<file path="config.mk">
export PLATFORM = sky130hd
export DESIGN_NAME = dwc_queue
export DESIGN_NICKNAME = d
export VERILOG_FILES = /design/src/dwc_pkg.sv /design/src/dwc_queue.sv
export SDC_FILE = /design/constraint.sdc
export NUM_CORES = 1
export LEC_CHECK = 0
export BUFFER_PORTS_ARGS = -buffer_cell sky130_fd_sc_hd__buf_2
export CAP_MARGIN = 20
export CORE_ASPECT_RATIO = 0.9
export CORE_MARGIN = 1.5
export CORE_UTILIZATION = 61
export DETAILED_ROUTE_END_ITERATION = 12
export GPL_TIMING_DRIVEN = 0
export HOLD_SLACK_MARGIN = 0.05
export PLACE_DENSITY = 0.8
export SLEW_MARGIN = 10
export SYNTH_ARGS = -nofsm -noshare
export SYNTH_HDL_FRONTEND = slang
export SYNTH_SLANG_ARGS = --single-unit
</file>
<file path="constraint.sdc">
create_clock -name clk -period 12.2 [get_ports clk]
set_clock_uncertainty 0.15 [all_clocks]
set_input_delay 0 -clock clk [delete_from_list [all_inputs] [get_ports clk]]
set_output_delay 0 -clock clk [all_outputs]
set_load 0.03 [all_outputs]
</file>
<file path="src/dwc_pkg.sv">
`default_nettype none
package dwc_pkg;

	localparam int MAX_WIDTH   = 1024;
	localparam int MAX_HEIGHT  = 1024;
	localparam int COL_W       = $clog2(MAX_WIDTH);
	localparam int ROW_W       = $clog2(MAX_HEIGHT);
	localparam int DIM_W       = 11;
	localparam int PIX_W       = 16;
	localparam int TAP_COUNT   = 9;
	localparam int ROWTAP_W    = 48;
	localparam int MULT_W      = 24;
	localparam int SHIFT_W     = 6;
	localparam int VAL_W       = 48;
	localparam int CFG_IDX_W   = 3;
	localparam int CFG_DATA_W  = 48;
	localparam int QUEUE_DEPTH = 4;

	localparam logic [CFG_IDX_W-1:0] REG_TAPS_TOP    = 3'd0;
	localparam logic [CFG_IDX_W-1:0] REG_TAPS_MIDDLE = 3'd1;
	localparam logic [CFG_IDX_W-1:0] REG_TAPS_BOTTOM = 3'd2;
	localparam logic [CFG_IDX_W-1:0] REG_SCALE_MULT  = 3'd3;
	localparam logic [CFG_IDX_W-1:0] REG_SCALE_SHIFT = 3'd4;
	localparam logic [CFG_IDX_W-1:0] REG_BIAS        = 3'd5;
	localparam logic [CFG_IDX_W-1:0] REG_WIDTH       = 3'd6;
	localparam logic [CFG_IDX_W-1:0] REG_HEIGHT      = 3'd7;

	// One queued pixel: the window after the update and which outputs it completes.
	typedef struct packed {
		logic [TAP_COUNT-1:0][PIX_W-1:0] win;
		logic [ROW_W-1:0]                row;
		logic [COL_W-1:0]                col;
		logic                            up;
		logic                            last_row;
		logic                            left;
		logic                            last_col;
	} job_t;

	typedef struct packed {
		logic [2:0][ROWTAP_W-1:0] taps;
		logic [MULT_W-1:0]        mult;
		logic [SHIFT_W-1:0]       shift;
		logic [VAL_W-1:0]         bias;
	} coef_t;

endpackage
`default_nettype wire

</file>
<file path="src/dwc_queue.sv">
`default_nettype none
module dwc_queue
	import dwc_pkg::*;
(
	input  wire logic clk,
	input  wire logic arst_n,
	input  wire logic push,
	input  job_t      push_job,
	output logic      full,
	input  wire logic pop,
	output logic      not_empty,
	output job_t      head
);

	localparam int PTR_W = $clog2(QUEUE_DEPTH);

	job_t               slot_q [QUEUE_DEPTH];
	logic [PTR_W-1:0]   wr_q, rd_q;
	logic [PTR_W:0]     count_q;

	assign full      = (count_q == QUEUE_DEPTH[PTR_W:0]);
	assign not_empty = (count_q != '0);
	assign head      = slot_q[rd_q];

	always_ff @(posedge clk or negedge arst_n) begin
		if (!arst_n) begin
			wr_q    <= '0;
			rd_q    <= '0;
			count_q <= '0;
		end else begin
			if (push) begin
				wr_q <= wr_q + 1'b1;
			end
			if (pop) begin
				rd_q <= rd_q + 1'b1;
			end
			if (push && !pop) begin
				count_q <= count_q + 1'b1;
			end else if (pop && !push) begin
				count_q <= count_q - 1'b1;
			end
		end
	end

	always_ff @(posedge clk) begin
		if (push) begin
			slot_q[wr_q] <= push_job;
		end
	end

`ifndef ASSERT_OFF
	a_no_overflow: assert property (@(posedge clk) disable iff (!arst_n)
		!(push && full)) else $error("queue written while full");
	a_no_underflow: assert property (@(posedge clk) disable iff (!arst_n)
		!(pop && !not_empty)) else $error("queue read while empty");
	a_count_range: assert property (@(posedge clk) disable iff (!arst_n)
		count_q <= QUEUE_DEPTH[PTR_W:0]) else $error("queue count out of range");
`endif

endmodule
`default_nettype wire

</file>
==> results of run 1 <==
-- flip-flops by register name (all words and copies together) (netlist names) --
| register | count |
|---|---|
| wr_q | 2 |
| slot_q | 672 |
| count_q | 3 |
| rd_q | 2 |
-- through the flow --
stage | cell area [um2] | cells | util | setup slack (ns)
after detailed placement | 27300 | 1798 | 0.690 | 9.82
after CTS | 32700 | 2239 | 0.825 | 9.40
after global placement | 27000 | 1785 | 0.681 | 4.18
after floorplan | 24600 | 912 | - | 7.05
final | 32700 | 2243 | 0.826 | 9.44
after global routing | 32700 | 2242 | 0.825 | 9.34
-- final cells by class --
cell class	count	share of cell area
antenna	2	0.000153
buffer	38	0.00799
clock buffer	79	0.0552
clock inverter	37	0.00926
inverter	4	0.000459
multi-input combinational	191	0.122
sequential	679	0.622
tap	532	0.0203
timing repair buffer	681	0.162
-- cells in the final DEF, fill, tap and decap left out --
| cell type | count |
|---|---|
| dfrtp_1 | 7 |
| buf_16 | 9 |
| nor3b_1 | 1 |
| fa_1 | 1 |
| clkbuf_1 | 13 |
| nand2_1 | 2 |
| xor2_1 | 4 |
| clkbuf_16 | 71 |
| clkinv_8 | 1 |
| or3_1 | 1 |
| and2_4 | 4 |
| bufinv_16 | 5 |
| o21ai_0 | 1 |
| edfxtp_1 | 672 |
| inv_6 | 1 |
| mux4_2 | 168 |
| ha_1 | 5 |
| dlygate4sd3_1 | 327 |
| buf_4 | 1 |
| clkinv_1 | 18 |
| diode_2 | 2 |
| nor2_1 | 1 |
| buf_6 | 12 |
| clkinv_2 | 12 |
| mux2_2 | 1 |
| inv_1 | 4 |
| xnor2_1 | 2 |
| buf_2 | 361 |
| buf_12 | 4 |
-- final timing paths --
check                      cells past startpoint                      end                    from
min in group asynchronous                      3   count_q[2]$_DFFE_PN0P_                  arst_n
setup / recovery                               5                 head[67]     rd_q[1]$_DFFE_PN0P_
setup reg to reg                               5  slot_q[0][47]$_DFFE_PP_     wr_q[0]$_DFFE_PN0P_
max in group asynchronous                      3      wr_q[0]$_DFFE_PN0P_                  arst_n
hold reg to reg                                1   count_q[2]$_DFFE_PN0P_  count_q[2]$_DFFE_PN0P_
hold / removal                                 2  slot_q[2][34]$_DFFE_PP_            push_job[34]
-- layer usage --
layer,up-vias,track usage
li1,5481,-
met1,7005,0.399
met2,819,0.567
met3,152,0.0770
met4,2,0.119
met5,-,0
-- report_power, final --
group	internal (uW)	leakage [uW]	switching, uW
combinational	1050	0.00420	1850
sequential	3050	0.00625	150
clock	1160	0.00104	861
-- cell families after synthesis --
logic type,Yosys count,share of synthesized area
AO/OA/AOI/OAI,1,0.000203
buffers and inverters,42,0.0112
AND/OR/NAND/NOR,9,0.00203
XOR/XNOR,6,0.00213
adder cells (fa/ha/maj),6,0.00335
flip-flops,679,0.827
multiplexers,169,0.154
==> flow_metrics.tcl, run 1 <==
set metrics [dict create \
    end_kind "output pin" \
    maxSlewHeadroom 0.481 \
    ant_nets 0 \
    synth_common_cells "672 x edfxtp_1, 168 x mux4_2, 20 x buf_2" \
    yosys.area.top_type "edfxtp_1" \
    synth_edf_count 672 \
    crit_fanout 10 \
    postCtsResizedCells 0 \
    synth_nets 1090 \
    hold_class "input pin to register" \
    die_x_um 215 \
    period_needed_ns 2.76 \
    maxSlewViolCount 0 \
    max-vdd-ir-drop_mv 0.191 \
    worstSetupPathType "register to output pin" \
    wl_met3_mm 5.16 \
    drt_wl_total_mm 65.2 \
    cts.sinks 679 \
    grt_pass1_vias 14637 \
    synth_cell_types 19 \
    async_flop_share 0.0103 \
    p_leak_uw 0.0115 \
    grt_usage 0.325 \
    status "completed" \
    dp_hpwl_mm 30.9 \
    num_rows 69 \
    critical_path.max_stage_delay_ns 0.45 \
    path_buf_inv 4 \
    cts_tree "done" \
    post-cts-setup-buffers 0 \
    setup_viol 0 \
    worstPathCellList "buf_2 > buf_2 > buf_2 > mux4_2 > buf_2" \
    period_share 0.226 \
    rsz0062_at_grt "no" \
    fillers 1673 \
    synth.most_common_cell "edfxtp_1" \
    htree_levels 3 \
    maxCapViolations 0 \
    vias 13459 \
    wl_per_cell_um 29.1 \
    ios 342 \
    final_nets 1839 \
    hold_ws_ns 0.0752 \
    top_layer "met5" \
    overflow 0 \
    grt_max_degree 54 \
    cts_root_buf "clkbuf_16" \
    ys_seq_area_frac 0.827 \
    via_per_inst 6.00 \
    syn_to_final_growth_pct 32.9 \
    ys_ff_latch 679 \
    syn_inst 912 \
    syn-cell-area_um2 24600 \
    fmax_mhz 363 \
    multi_input_comb_area_um2 4000 \
    clockBufferDepth 3 \
    drive_above_1_share 0.380 \
    avgSynthCellArea_um2 27.0 \
    power_uw 8120 \
    cp_top_family "buffers and inverters" \
    m1WireLength_mm 22.4 \
    met2_length_mm 35.3 \
    synth_area_leaders "edfxtp_1 82%, mux4_2 15%, dfrtp_1 0.71%, buf_6 0.55%, buf_2 0.41%" \
    drcViolationCount 0 \
    critPathSlowestCell "buf_2" \
    clock_latency_ns 0.59 \
    grt_first_pass_wirelength_mm 96.4 \
    clk_pin_slew_ns 0.06 \
    ys.flop_type "edfxtp_1" \
    antenna_found_initial 2 \
    core_area_um2 39600 \
    power_density_nw_per_um2 248 \
    tightestPinTransition_ns 0.779 \
    drt_iter0_markers 1681 \
    crit_top_cell "buf_2" \
    numCtsBuffers 66 \
    ctsHoldBuffers 325 \
    cp.arrival_ns 2.61 \
    start_util 0.621 \
    dieArea_um2 41600 \
    place_congestion 0.733 \
    fin_setup_tns_ns 0 \
    synth_top_area_frac 0.820 \
    cp-start-kind "register" \
    seqCellArea_um2 20400 \
    worstPathRequired_ns 12.05 \
    hold_violations 0 \
    synth_warnings 0 \
    r2r_slack_ns 9.80 \
    die_y_um 194 \
    drt-pass1-iter-count 7 \
    io_buffers 341 \
]
Power figures use the tool's default switching activity.
==> run 2: changes to the inputs <==
CORE_UTILIZATION = 57   (was 61)
PLACE_DENSITY = 0.75   (was 0.8)
clock period = 2.7 ns   (was 12.2 ns; I/O delays follow)
==> flow_metrics.tcl, run 2 (synthesis results as in run 1) <==
set metrics [dict create \
    hold_violations 0 \
    fin_setup_tns_ns 0 \
    overflow 0 \
    power_density_nw_per_um2 1090 \
    holdPathEnd "slot_q[1][83]$_DFFE_PP_" \
    cp_top_family "buffers and inverters" \
    largest_reg_flops 672 \
    htree_levels 3 \
    critPathSlowestCell "mux4_2" \
    final_common_cell "edfxtp_1" \
    mostFrequentLayoutCells "672 x edfxtp_1, 360 x buf_2, 337 x dlygate4sd3_1" \
    critical_path.max_stage_delay_ns 0.40 \
    stdcell_count 2271 \
    worstSetupPathType "register to output pin" \
    status "completed" \
    numCtsBuffers 67 \
    drt_iter0_markers 1046 \
    num_rows 72 \
    rsz0062_at_grt "no" \
    end_kind "output pin" \
    vias 12746 \
    cts_root_buf "clkbuf_16" \
    hold_class "input pin to register" \
    hold_start "push_job[83]" \
    clockBufferDepth 3 \
    reg_top3 "slot_q (672), count_q (3)" \
    grt_pass1_vias 13982 \
    syn_to_final_growth_pct 33.3 \
    holdPathStages 2 \
    start_util 0.575 \
    clk_pin_slew_ns 0.06 \
    grt_first_pass_wirelength_mm 83.9 \
    drt-pass1-iter-count 5 \
    io_buffers 341 \
    cts_tree "done" \
    tightestPinTransition_ns 0.824 \
    drcViolationCount 0 \
    crit_fanout 10 \
    die_x_um 222 \
    final_core_util 0.767 \
    crit_top_cell "buf_2" \
    fin_ws_ns 0.185 \
    pre_cts_ws_ns 0.178 \
    hold_ws_ns 0.0654 \
    worstPathCellList "buf_2 > clkbuf_4 > buf_2 > mux4_2 > buf_2" \
    period_share 0.932 \
    path_buf_inv 4 \
    maxSlewHeadroom 0.451 \
    clock_latency_ns 0.58 \
    period_needed_ns 2.52 \
    fmax_mhz 398 \
    wl_per_cell_um 24.3 \
    cp.arrival_ns 2.37 \
    placedCellCount 1821 \
    post-cts-setup-buffers 0 \
    rr_endpoint "slot_q[1][101]$_DFFE_PP_" \
    cts.sinks 679 \
    dieArea_um2 44400 \
    maxCapViolations 0 \
    via_per_inst 5.61 \
    regMostFlops "slot_q" \
    cp-start-kind "register" \
    drt_wl_total_mm 55.2 \
    r2r-start "wr_q[1]$_DFFE_PN0P_" \
    ant_nets 0 \
    max-vdd-ir-drop_mv 0.823 \
    r2r_slack_ns 0.19 \
    core_area_um2 42800 \
    antenna_found_initial 7 \
    p_leak_uw 0.0115 \
    dp_hpwl_mm 29.5 \
    grt_max_degree 54 \
    ios 342 \
    die_y_um 200 \
    rr_worst_depth 5 \
    setup_viol 0 \
    maxSlewViolCount 0 \
    grt_usage 0.256 \
    worstPathRequired_ns 2.55 \
    final_nets 1850 \
    drive_above_1_share 0.374 \
    place_congestion 0.743 \
]
run 2: cell count changes in the layout (fill, tap and decap cells not counted), sizes merged:
cell / change
buf: -1
clkinvlp: +1
bufinv: -2
inv: -1
dlygate4sd3: +10
clkbuf: +10
clkinv: -13
diode: +1
run 2: how the worst max path moves through the flow:
stage	from	end	slack, ns	cells after the start
final	rd_q[1]$_DFFE_PN0P_	head[129]	0.18	5
after global routing	rd_q[1]$_DFFE_PN0P_	head[141]	0.06	5
after CTS	rd_q[1]$_DFFE_PN0P_	head[81]	0.009	5
after detailed placement	wr_q[1]$_DFFE_PN0P_	slot_q[1][101]$_DFFE_PP_	0.18	5
after global placement	wr_q[0]$_DFFE_PN0P_	slot_q[0][101]$_DFFE_PP_	-0.62	3
after floorplan	wr_q[0]$_DFFE_PN0P_	slot_q[2][0]$_DFFE_PP_	0.31	3
run 2: per-stage QoR:
step                      area [um2]  power [uW]
after floorplan                24600       23000
after global placement         27000       26400
after detailed placement       27400       26800
after CTS                      32800       36000
after global routing           32800       37200
final                          32800       35900
run 2: report_power, final:
part / switching [uW] / internal [uW] / leakage (uW)
logic: 8040 / 4740 / 0.00424
registers: 481 / 13800 / 0.00625
clock network: 3730 / 5160 / 0.000998
run 2: timing repair:
item / 4_1_cts / 5_1_grt
endpoints found under the hold margin: 736 / 0
hold buffers: 337 / 0
gates resized for setup: 0 / 1
setup endpoints to repair: 0 / 4
run 2: worst reg2reg max path, cell delays in order, from the launching register on:
cell,delay (ns)
dfrtp_1,0.39
inv_1,0.11
ha_1,0.16
and2_4,0.68
buf_16,0.36
buf_16,0.31
run 2: layout make-up:
cell class                      instances  area [um2]
Clock buffer                           88        1880
Inverter                                4        15.0
Sequential cell                       679       20400
Tap cell                              555         694
Fill cell                            2160        9990
Timing Repair Buffer                  691        5420
Antenna cell                            3        7.51
Buffer                                 38         264
Multi-Input combinational cell        191        4000
Clock inverter                         22         174
run 2: metal layers:
layer | share of wire | vias up | GRT usage | routed length [um]
met5 | 0.00071 | - | 0 | 39
li1 | - | 5507 | - | -
met3 | 0.066 | 121 | 0.0644 | 3650
met2 | 0.52 | 535 | 0.429 | 28500
met1 | 0.38 | 6577 | 0.329 | 21300
met4 | 0.032 | 6 | 0.0942 | 1790
